[src/hdl/lcpt_pkg.sv]
// Shared types and constants for the layer/category pair table.
// Used by lcpt_mem, lcpt_ctrl and layer_category_pair_table; no dependencies.
`timescale 1ns / 1ps

package lcpt_pkg;

  localparam int unsigned DEF_CAPACITY = 64;

  localparam logic [15:0] MAX_LAYER_RESET = 16'hFFFF;

  // operation codes
  localparam logic [2:0] OP_SET       = 3'd0;
  localparam logic [2:0] OP_GET       = 3'd1;
  localparam logic [2:0] OP_DEL_LAYER = 3'd2;
  localparam logic [2:0] OP_DEL_PAIR  = 3'd3;
  localparam logic [2:0] OP_RESET     = 3'd4;

  // status codes
  localparam logic [1:0] STATUS_OK    = 2'd0;
  localparam logic [1:0] STATUS_FULL  = 2'd1;
  localparam logic [1:0] STATUS_RANGE = 2'd2;

  localparam logic signed [31:0] CAT_NONE = 32'shFFFF_FFFF;

  typedef struct packed {
    logic [2:0]         op;
    logic [15:0]        layer;
    logic signed [31:0] cat_value;
  } in_item_t;

  typedef struct packed {
    logic [1:0]         status;
    logic [6:0]         match_count;
    logic signed [31:0] first_cat;
    logic [6:0]         entries_now;
  } out_item_t;

  // one stored table entry
  typedef struct packed {
    logic [15:0]        layer;
    logic signed [31:0] cat;
  } entry_t;

endpackage

[src/hdl/lcpt_mem.sv]
// Entry memory of the pair table: one write port, one registered read port.
// Depends on lcpt_pkg for the entry type.
`timescale 1ns / 1ps

module lcpt_mem #(
  parameter int unsigned DEPTH = lcpt_pkg::DEF_CAPACITY,
  parameter int unsigned AW    = 6
) (
  input  logic              clk_i,
  input  logic              we_i,
  input  logic [AW-1:0]     waddr_i,
  input  lcpt_pkg::entry_t  wdata_i,
  input  logic [AW-1:0]     raddr_i,
  output lcpt_pkg::entry_t  rdata_o
);
  import lcpt_pkg::*;

  entry_t mem_q [DEPTH];
  entry_t rdata_q;

  always_ff @(posedge clk_i) begin
    if (we_i) begin
      mem_q[waddr_i] <= wdata_i;
    end
  end

  always_ff @(posedge clk_i) begin
    rdata_q <= mem_q[raddr_i];
  end

  assign rdata_o = rdata_q;

endmodule

[src/hdl/lcpt_ctrl.sv]
// Sequencer of the pair table: scans the entry memory, compacts on delete,
// appends on set and builds one result per transaction. Depends on lcpt_pkg.
`timescale 1ns / 1ps

module lcpt_ctrl #(
  parameter int unsigned CAPACITY = lcpt_pkg::DEF_CAPACITY,
  parameter int unsigned AW       = 6
) (
  input  logic                clk_i,
  input  logic                rst_ni,
  input  logic                in_valid_i,
  output logic                in_stall_o,
  input  lcpt_pkg::in_item_t  in_data_i,
  input  logic [15:0]         max_layer_i,
  output logic                res_valid_o,
  input  logic                res_ready_i,
  output lcpt_pkg::out_item_t res_o,
  output logic                mem_we_o,
  output logic [AW-1:0]       mem_waddr_o,
  output lcpt_pkg::entry_t    mem_wdata_o,
  output logic [AW-1:0]       mem_raddr_o,
  input  lcpt_pkg::entry_t    mem_rdata_i
);
  import lcpt_pkg::*;

  localparam int unsigned CW = $clog2(CAPACITY + 1);

  typedef enum logic [1:0] {
    S_IDLE,
    S_SCAN,
    S_FINISH,
    S_DONE
  } state_e;

  state_e             state_q;
  logic [CW-1:0]      cnt_q;
  logic [CW-1:0]      lim_q;
  logic [CW-1:0]      rd_q;
  logic [CW-1:0]      wr_q;
  logic [CW-1:0]      hits_q;
  logic               pv_q;
  logic               found_q;
  logic               oor_q;
  logic               pair_cat_q;
  logic [2:0]         op_q;
  logic [15:0]        layer_q;
  logic signed [31:0] cat_q;
  logic signed [31:0] first_q;
  out_item_t          res_q;

  logic          issue;
  logic          lay_hit;
  logic          cat_hit;
  logic          del_hit;
  logic          is_del;
  logic          full;
  logic          append;
  logic          in_acc;
  logic          in_oor;
  logic          needs_scan;
  logic [CW-1:0] new_cnt;
  logic [CW-1:0] res_count;

  assign in_acc  = in_valid_i && (state_q == S_IDLE);
  assign in_oor  = (in_data_i.layer == 16'd0) || (in_data_i.layer > max_layer_i);
  assign needs_scan = (in_data_i.op == OP_SET) || (in_data_i.op == OP_DEL_LAYER) ||
                      (in_data_i.op == OP_DEL_PAIR) || ((in_data_i.op == OP_GET) && !in_oor);

  assign issue   = (state_q == S_SCAN) && (rd_q < lim_q);
  assign lay_hit = (mem_rdata_i.layer == layer_q);
  assign cat_hit = (mem_rdata_i.cat == cat_q);
  assign del_hit = lay_hit && (!pair_cat_q || cat_hit);
  assign is_del  = (op_q == OP_DEL_LAYER) || (op_q == OP_DEL_PAIR);
  assign full    = (cnt_q >= CW'(CAPACITY));
  assign append  = (state_q == S_FINISH) && (op_q == OP_SET) && !found_q && !full;

  // keep the survivors in order; write address never passes the read address
  always_comb begin
    mem_we_o    = 1'b0;
    mem_waddr_o = wr_q[AW-1:0];
    mem_wdata_o = mem_rdata_i;
    if (pv_q && is_del && !del_hit) begin
      mem_we_o = 1'b1;
    end else if (append) begin
      mem_we_o       = 1'b1;
      mem_waddr_o    = cnt_q[AW-1:0];
      mem_wdata_o.layer = layer_q;
      mem_wdata_o.cat   = cat_q;
    end
  end

  assign mem_raddr_o = rd_q[AW-1:0];

  always_comb begin
    priority if (append) begin
      new_cnt = cnt_q + CW'(1);
    end else if (is_del) begin
      new_cnt = wr_q;
    end else if (op_q == OP_RESET) begin
      new_cnt = '0;
    end else begin
      new_cnt = cnt_q;
    end
  end

  assign res_count = ((op_q == OP_GET) || is_del) ? hits_q : '0;

  always_ff @(posedge clk_i or negedge rst_ni) begin
    if (!rst_ni) begin
      state_q    <= S_IDLE;
      cnt_q      <= '0;
      lim_q      <= '0;
      rd_q       <= '0;
      wr_q       <= '0;
      hits_q     <= '0;
      pv_q       <= 1'b0;
      found_q    <= 1'b0;
      oor_q      <= 1'b0;
      pair_cat_q <= 1'b0;
      op_q       <= OP_RESET;
      layer_q    <= '0;
      cat_q      <= '0;
      first_q    <= CAT_NONE;
      res_q      <= '0;
    end else begin
      unique case (state_q)
        S_IDLE: begin
          if (in_acc) begin
            op_q       <= in_data_i.op;
            layer_q    <= in_data_i.layer;
            cat_q      <= in_data_i.cat_value;
            pair_cat_q <= (in_data_i.op == OP_DEL_PAIR) &&
                          (in_data_i.cat_value != CAT_NONE);
            oor_q      <= (in_data_i.op == OP_GET) && in_oor;
            lim_q      <= needs_scan ? cnt_q : '0;
            rd_q       <= '0;
            wr_q       <= '0;
            hits_q     <= '0;
            pv_q       <= 1'b0;
            found_q    <= 1'b0;
            first_q    <= CAT_NONE;
            state_q    <= S_SCAN;
          end
        end
        S_SCAN: begin
          pv_q <= issue;
          if (issue) begin
            rd_q <= rd_q + CW'(1);
          end
          if (pv_q) begin
            if (op_q == OP_SET) begin
              if (lay_hit && cat_hit) begin
                found_q <= 1'b1;
              end
            end else if (op_q == OP_GET) begin
              if (lay_hit) begin
                if (hits_q == '0) begin
                  first_q <= mem_rdata_i.cat;
                end
                hits_q <= hits_q + CW'(1);
              end
            end else if (del_hit) begin
              hits_q <= hits_q + CW'(1);
            end else begin
              wr_q <= wr_q + CW'(1);
            end
          end
          if (!issue && !pv_q) begin
            state_q <= S_FINISH;
          end
        end
        S_FINISH: begin
          cnt_q <= new_cnt;
          priority if (oor_q) begin
            res_q.status <= STATUS_RANGE;
          end else if ((op_q == OP_SET) && !found_q && full) begin
            res_q.status <= STATUS_FULL;
          end else begin
            res_q.status <= STATUS_OK;
          end
          res_q.match_count <= 7'(res_count);
          res_q.first_cat   <= first_q;
          res_q.entries_now <= 7'(new_cnt);
          state_q <= S_DONE;
        end
        S_DONE: begin
          if (res_ready_i) begin
            state_q <= S_IDLE;
          end
        end
        default: state_q <= S_IDLE;
      endcase
    end
  end

  assign in_stall_o  = (state_q != S_IDLE);
  assign res_valid_o = (state_q == S_DONE);
  assign res_o       = res_q;

endmodule

[src/hdl/layer_category_pair_table.sv]
// Top level of the layer/category pair table: config register, output stage.
// Depends on lcpt_pkg, lcpt_mem and lcpt_ctrl.
`timescale 1ns / 1ps

// Usage
//   Input channel (in_valid_i / in_stall_o / in_data_i): one operation per
//   transaction - set pair, get layer, delete layer, delete pair or reset.
//   Output channel (out_valid_o / out_stall_i / out_data_o): exactly one
//   result per operation, in order.
//   Config channel (cfg_valid_i / cfg_ready_o / cfg_data_i): writes max_layer;
//   always ready, write it only while no operation is in flight.
// Timing
//   An operation scans the stored entries one per cycle through the single
//   read port of the entry memory; the result is then built in the finish
//   state and lands in the output register, and the next operation is taken
//   in the following cycle. Deletes compact within the scan.
// Reset
//   The table is empty and max_layer is 65535. Memory contents are not cleared.
// Stall
//   A result waits in the output register; the next operation may still be
//   accepted and run, and finishes once the output register frees up.
module layer_category_pair_table #(
  parameter int unsigned CAPACITY = lcpt_pkg::DEF_CAPACITY
) (
  input  logic                clk_i,
  input  logic                rst_ni,
  input  logic                in_valid_i,
  output logic                in_stall_o,
  input  lcpt_pkg::in_item_t  in_data_i,
  output logic                out_valid_o,
  input  logic                out_stall_i,
  output lcpt_pkg::out_item_t out_data_o,
  input  logic                cfg_valid_i,
  output logic                cfg_ready_o,
  input  logic [15:0]         cfg_data_i
);
  import lcpt_pkg::*;

  localparam int unsigned AW = (CAPACITY > 1) ? $clog2(CAPACITY) : 1;

  logic        [15:0] max_layer_q;
  logic               out_valid_q;
  out_item_t          out_data_q;
  logic               res_valid;
  logic               res_ready;
  out_item_t          res;
  logic               mem_we;
  logic [AW-1:0]      mem_waddr;
  entry_t             mem_wdata;
  logic [AW-1:0]      mem_raddr;
  entry_t             mem_rdata;

  assign cfg_ready_o = 1'b1;

  always_ff @(posedge clk_i or negedge rst_ni) begin
    if (!rst_ni) begin
      max_layer_q <= MAX_LAYER_RESET;
    end else if (cfg_valid_i && cfg_ready_o) begin
      max_layer_q <= cfg_data_i;
    end
  end

  lcpt_mem #(
    .DEPTH (CAPACITY),
    .AW    (AW)
  ) u_mem (
    .clk_i   (clk_i),
    .we_i    (mem_we),
    .waddr_i (mem_waddr),
    .wdata_i (mem_wdata),
    .raddr_i (mem_raddr),
    .rdata_o (mem_rdata)
  );

  lcpt_ctrl #(
    .CAPACITY (CAPACITY),
    .AW       (AW)
  ) u_ctrl (
    .clk_i       (clk_i),
    .rst_ni      (rst_ni),
    .in_valid_i  (in_valid_i),
    .in_stall_o  (in_stall_o),
    .in_data_i   (in_data_i),
    .max_layer_i (max_layer_q),
    .res_valid_o (res_valid),
    .res_ready_i (res_ready),
    .res_o       (res),
    .mem_we_o    (mem_we),
    .mem_waddr_o (mem_waddr),
    .mem_wdata_o (mem_wdata),
    .mem_raddr_o (mem_raddr),
    .mem_rdata_i (mem_rdata)
  );

  // load a new result when the register is empty or being drained
  assign res_ready = !out_valid_q || !out_stall_i;

  always_ff @(posedge clk_i or negedge rst_ni) begin
    if (!rst_ni) begin
      out_valid_q <= 1'b0;
    end else if (res_valid && res_ready) begin
      out_valid_q <= 1'b1;
    end else if (!out_stall_i) begin
      out_valid_q <= 1'b0;
    end
  end

  always_ff @(posedge clk_i) begin
    if (res_valid && res_ready) begin
      out_data_q <= res;
    end
  end

  assign out_valid_o = out_valid_q;
  assign out_data_o  = out_data_q;

endmodule
[config.mk]
export PLATFORM = sky130hd
export DESIGN_NAME = layer_category_pair_table
export DESIGN_NICKNAME = d
export VERILOG_FILES = /design/src/hdl/lcpt_pkg.sv /design/src/hdl/lcpt_mem.sv /design/src/hdl/lcpt_ctrl.sv /design/src/hdl/layer_category_pair_table.sv
export SDC_FILE = /design/constraint.sdc
export NUM_CORES = 2
export LEC_CHECK = 0
export BUFFER_PORTS_ARGS = -buffer_cell sky130_fd_sc_hd__buf_2
export CAP_MARGIN = 40
export CELL_PAD_IN_SITES_DETAIL_PLACEMENT = 0
export CELL_PAD_IN_SITES_GLOBAL_PLACEMENT = 2
export CORE_UTILIZATION = 30
export CTS_CLUSTER_SIZE = 28
export DETAILED_ROUTE_END_ITERATION = 7
export HOLD_SLACK_MARGIN = 0.08
export PLACE_DENSITY_LB_ADDON = 0.1
export REMOVE_ABC_BUFFERS = 1
export SLEW_MARGIN = 25
export SYNTH_ARGS = -nofsm -noshare
export SYNTH_HDL_FRONTEND = slang
export SYNTH_SLANG_ARGS = --single-unit
[constraint.sdc]
create_clock -name clk_i -period 16.9 [get_ports clk_i]
set_input_delay 5.07 -clock clk_i [delete_from_list [all_inputs] [get_ports clk_i]]
set_output_delay 5.07 -clock clk_i [all_outputs]
set_load 0.1 [all_outputs]
== Word level (Yosys, flattened, before mapping) ==
Memory sizes are Yosys's and may differ from the RTL's. A register that Yosys moved wholly into a read port is not among the register bits.
Cells that the tools add are included.

* Bits in registers: 230
* Memory bits (writable): 3072
* Input bits: 72
* Output and inout bits: 51
* Word-level logic and storage cells: 158
* Memories: 1

{| class="wikitable"
|+ Memories
! memory !! words !! bits a word !! read ports !! clocked after Yosys merged registers in !! wr ports !! line !! source
|-
| u_mem.mem_q || 64 || 48 || 1 || 1 || 1 || lcpt_mem.sv:18 || <nowiki>entry_t mem_q [DEPTH];</nowiki>
|}

* $add $sub $neg: 4
* Magnitude comparators: 3
* Equal/unequal tests: 29
* Mux-type cells: 48
* Reductions and logical operators: 50

{| class="wikitable"
|+ Operators by type and width
! kind !! number
|-
| $mux 32 || 6
|-
| $mux 7 || 16
|-
| $mux 48 || 2
|-
| $pmux 32 s2 || 1
|-
| $pmux 7 s2 || 3
|-
| $eq 32x32->1 || 1
|-
| $ne 32x1->1 const B || 1
|-
| $add 7x1->7 const B || 4
|-
| $eq 16x16->1 || 1
|-
| $gt 16x16->1 || 1
|-
| $logic_and 1x1->1 || 16
|-
| $logic_not 16->1 || 1
|-
| $ne 2x2->1 const B || 8
|-
| $eq 3x2->1 const B || 4
|-
| $mux 6 || 2
|-
| $ne 2x1->1 const B || 6
|-
| $reduce_and 6->1 || 2
|-
| $mux 1 || 11
|-
| $logic_not 1->1 || 9
|-
| $logic_or 1x1->1 || 8
|-
| $mux 2 || 4
|-
| $pmux 2 s4 || 1
|-
| $ge 7x7->1 const B || 1
|-
| $logic_not 7->1 || 1
|-
| 15 further kinds || 24
|}

== Logic depth before layout (Yosys ltp) ==
* Depth after elaboration: 8
* Gate-level depth with buffers: 9
* Gate-level depth less buffers: 9

== Cells and area by module ==
From an unflattened synthesis, not the netlist that was laid out.

* Cell total of the unflattened synthesis: 5927
* Area total of the unflattened synthesis: 128052.8 µm²

{| class="wikitable"
|+ Modules (own cells, without submodules)
! module !! instances !! cells an instance !! area an instance (µm²) !! seq. area each (µm²)
|-
| lcpt_mem || 1 || 4970 || 117117.3 || 93209.4
|-
| lcpt_ctrl || 1 || 869 || 8769.7 || 4170.2
|-
| layer_category_pair_table || 1 || 88 || 2165.8 || 1886.8
|}

== Worst setup path before layout ==
No wires, ideal clock.

* Kind: input -> register
* Start: input port out_stall_i
* End: register out_data_q, in the netlist out_data_o[0] (enable)
* Library setup time: 527 ps
* Data arrival time: 8593 ps
* Required time: 16373 ps
* Path slack: 7781 ps
* Cell stages on the path: 1
* Path buffers: 0
* Cells stage by stage: a21boi_0

* Cells in the longest elaborated chain, start to end: 3

{| class="wikitable"
|+ RTL lines
! what !! line !! source
|-
| from (decl) || layer_category_pair_table.sv:31 || <nowiki>input logic out_stall_i,</nowiki>
|-
| $logic_not 1->1 || -- ||
|-
| $logic_or 1x1->1 || layer_category_pair_table.sv:96 || <nowiki>assign res_ready = !out_valid_q || !out_stall_i;</nowiki>
|-
| $logic_and 1x1->1 || layer_category_pair_table.sv:109 || <nowiki>if (res_valid && res_ready) begin</nowiki>
|-
| to (signal assigned) || layer_category_pair_table.sv:110 || <nowiki>out_data_q <= res;</nowiki>
|-
| to (decl) || layer_category_pair_table.sv:43 || <nowiki>out_item_t out_data_q;</nowiki>
|}

Every way passes these cells.
A chain may end at the register's enable or synchronous reset.

== Final worst setup path ==
* Start: register u_ctrl.state_q[1]
* End: output port in_stall_o

* Cells in the longest elaborated chain, start to end: 1

{| class="wikitable"
|+ RTL lines
! what !! line !! source
|-
| from (decl) || lcpt_ctrl.sv:35 || <nowiki>state_e state_q;</nowiki>
|-
| from (signal assigned) || lcpt_ctrl.sv:110 || <nowiki>state_q <= S_IDLE;</nowiki>
|-
| from (signal assigned) || lcpt_ctrl.sv:142 || <nowiki>state_q <= S_SCAN;</nowiki>
|-
| from (signal assigned) || lcpt_ctrl.sv:169 || <nowiki>state_q <= S_FINISH;</nowiki>
|-
| $reduce_bool 2->1 || lcpt_ctrl.sv:196 || <nowiki>assign in_stall_o = (state_q != S_IDLE);</nowiki>
|-
| to (decl) || layer_category_pair_table.sv:28 || <nowiki>output logic in_stall_o,</nowiki>
|}

Every way passes these cells.

==> flow_summary.yaml <==
run_status:
  status: "completed"
synth:
  async_flop_share: 0.0543
  synth_seq_cells: 3350
  ys_types: 65
  synth.avg_cell_area_um2: 23.4
  synth_area_mm2: 0.128
  ys.flop_type: "edfxtp_1"
  synth_cells: 5479
  yosysWarningCount: 0
  synth_edf_count: 3120
  ys_seq_area_frac: 0.774
setup_path:
  timing.rr.end: "u_mem.rdata_o[13]"
  worstPathMaxFanout: 7
  critPathRequiredTime_ns: 11.83
  cp-start-kind: "flip-flop"
  rrSetupSlack_ns: 11.35
  critPathCaptureType: "output pin"
  r2r-start: "u_ctrl.rd_q[1]"
  crit_type: "flip-flop to output pin"
  crit_arrival_ns: 2.39
  ff2ff_path_depth: 7
timing:
  relSlewSlack: 0.365
  setup_violations: 0
  finalCritPeriodShare: 0.442
  finalMaxSlewViolations: 0
  finalHoldViolCount: 0
  worst_pin_slew_ns: 0.953
  final.setup_skew_ns: 0.0684
  rsz0062_at_grt: "false"
  fmax_ghz: 0.134
  min_period_ns: 7.46
  worst_slack_ns: 9.44
layout:
  area_delta_synth_final_pct: 17.8
  drive_above_1_share: 0.351
  num-nets-final: 6142
  mostFrequentLayoutCells: "3120 x edfxtp_1, 1008 x mux4_2, 389 x clkbuf_16"
  mostFrequentLayoutCell: "edfxtp_1"
  fin_util: 0.356
  n_fill_cell: 39194
cts:
  ctsResizeCount: 0
  numCtsBuffers: 386
  clk_path_buf_depth: 4
  clkTransAtPathRegs_ns: 0.06
  clockRootBuffer: "clkbuf_16"
  clock_sinks: 3350
  hold_buffers: 0
  clk_latency_ns: 0.98
  cts_tree: "built"
  post_cts_buffers: 0
  cts_max_level: 5
placed_design:
  portBuffers: 121
  place_congestion: 0.730
  dp_hpwl_um: 248000
  place_ws_ns: 9.20
floorplanning:
  die_w_um: 656
  num_rows: 239
  die_area_mm2: 0.430
  fp.coreArea_mm2: 0.425
  die_h_um: 656
  io_pins: 123
  initial_utilization: 0.302
power:
  p_switching_mw: 7.08
  p_int_mw: 17.1
  irDropWorstVdd_v: 0.0000796
  clock_power_share: 0.339
  p_seq_frac: 0.464
  powerDensity_mw_per_mm2: 160
  pwr-share-comb: 0.197
  swShare: 0.293
  p_leak_nw: 46.9
min_path:
  min_to: "out_data_o[34]"
  hold_path.class: "flip-flop to flip-flop"
  hold_path_depth: 0
  worstHoldStart: "u_ctrl.res_o[34]"
global_route:
  grt_max_degree: 118
  track_usage: 0.200
  grt_pass1_vias: 63966
  antenna_found_initial: 44
  grt_pass1_wl_um: 587000
  grt_remaining_overflow: 0
route:
  viasPerCell: 5.16
  drt-wirelength-per-cell_um: 36.4
  vias: 62163
  antenna_left: 0
  drt_wl_total_um: 438000
  drc_errors: 0
  drt_iter0_drc: 6934
  drt_pass1_iterations: 5
job:
  maxCapViolCount: 0
## area by class of cell
class / count / area, um^2 / share of cell area
flip-flops and latches: 3350 / 99300 / 0.657
multi-input cells: 1790 / 28000 / 0.185
clock buffers: 508 / 10400 / 0.0691
well taps: 5663 / 7090 / 0.0469
repair buffers: 461 / 4160 / 0.0275
clock inverters: 211 / 1910 / 0.0127
inverters: 49 / 191 / 0.00127
diodes: 10 / 25.0 / 0.000166
## layer usage
layer | share of wire | vias up | global-route usage
met5 | 0.000062 | - | 0
met4 | 0.020 | 4 | 0.0401
met3 | 0.053 | 492 | 0.0278
met2 | 0.48 | 1929 | 0.331
met1 | 0.44 | 35256 | 0.284
li1 | - | 24482 | -
## cell families after synthesis
family,after synthesis,synth area share
multiplexers,1097,0.185
AO/OA/AOI/OAI,155,0.00754
AND/OR/NAND/NOR,454,0.0162
adder cells (fa/ha/maj),32,0.00312
other,1,0.0000292
buffers and inverters,339,0.0110
flip-flops,3350,0.774
XOR/XNOR,51,0.00348
## Yosys cell counts, types with 6 or more instances
cell type / number / share of area
dfxtp_1: 48 / 0.0075
a32o_1: 7 / 0.00055
mux4_2: 1008 / 0.18
inv_1: 47 / 0.0014
nor2_1: 55 / 0.0016
or4_1: 6 / 0.00035
buf_2: 98 / 0.0038
nand3_1: 14 / 0.00055
edfxtp_1: 3120 / 0.73
o21ai_0: 74 / 0.0029
xor2_1: 50 / 0.0034
dfstp_2: 49 / 0.010
nand4_1: 22 / 0.0011
o31ai_1: 6 / 0.00035
ha_1: 32 / 0.0031
clkbuf_1: 158 / 0.0046
nor3_1: 76 / 0.0030
nor4_1: 20 / 0.00098
dfrtp_1: 133 / 0.026
a21oi_1: 22 / 0.00086
buf_1: 31 / 0.00091
or2_2: 7 / 0.00034
nand2_1: 226 / 0.0066
mux2_2: 87 / 0.0076
a21o_1: 7 / 0.00041
## worst max path at each step
stage,startpoint,end,slack (ns),depth (start not counted)
floorplan,u_ctrl.rd_q[0],u_mem.rdata_o[0],-13.95,3
global placement,in_data_i[42],u_ctrl.lim_q[3],8.59,8
detailed placement,in_data_i[42],u_ctrl.lim_q[3],9.20,10
CTS,u_ctrl.state_q[1],in_stall_o,9.35,4
global route,u_ctrl.state_q[0],in_stall_o,9.33,4
finish,u_ctrl.state_q[1],in_stall_o,9.44,4
## state kept, by name, summed over array words and instances, names as in the netlist
| signal | cells |
|---|---|
| u_ctrl.lim_q | 7 |
| u_ctrl.pv_q | 1 |
| u_mem.rdata_o | 48 |
| out_data_o | 48 |
| u_ctrl.oor_q | 1 |
| u_ctrl.pair_cat_q | 1 |
| u_ctrl.found_q | 1 |
| u_ctrl.first_q | 32 |
| u_ctrl.hits_q | 7 |
| u_ctrl.layer_q | 16 |
| u_ctrl.state_q | 2 |
| u_mem.mem_q | 3072 |
| u_ctrl.cat_q | 32 |
| u_ctrl.wr_q | 7 |
| u_ctrl.res_o | 48 |
| max_layer_q | 16 |
| u_ctrl.op_q | 3 |
| out_valid_o | 1 |
| u_ctrl.rd_q | 7 |
## power groups by stage
stage | combinational (mW) | clock (mW) | sequential (mW)
finish | 4.77 | 8.20 | 11.2
detailed placement | 4.86 | 0 | 11.4
global placement | 4.66 | 0 | 11.4
CTS | 4.86 | 8.40 | 11.2
floorplan | 4.35 | 0 | 11.7
global route | 5.13 | 8.69 | 11.3
## through the flow
step                instances  power [mW]  setup TNS [ns]  cell area [um^2]  hold WS [ns]
floorplan                5189        16.1         -801.08            127000         0.421
global placement        11252        16.1               0            137000         0.432
detailed placement      11306        16.3               0            139000         0.432
CTS                     12025        24.5               0            151000         0.424
global route            12035        25.1               0            151000         0.426
finish                  12042        24.2               0            151000         0.430
## critical path, cell delays in order (launching register included)
cell and delay [ns]:
dfrtp_1 0.43, inv_1 0.09, ha_1 0.32, inv_2 0.15
buf_2 0.45
No activity file was read; power rests on OpenSTA's default activity.
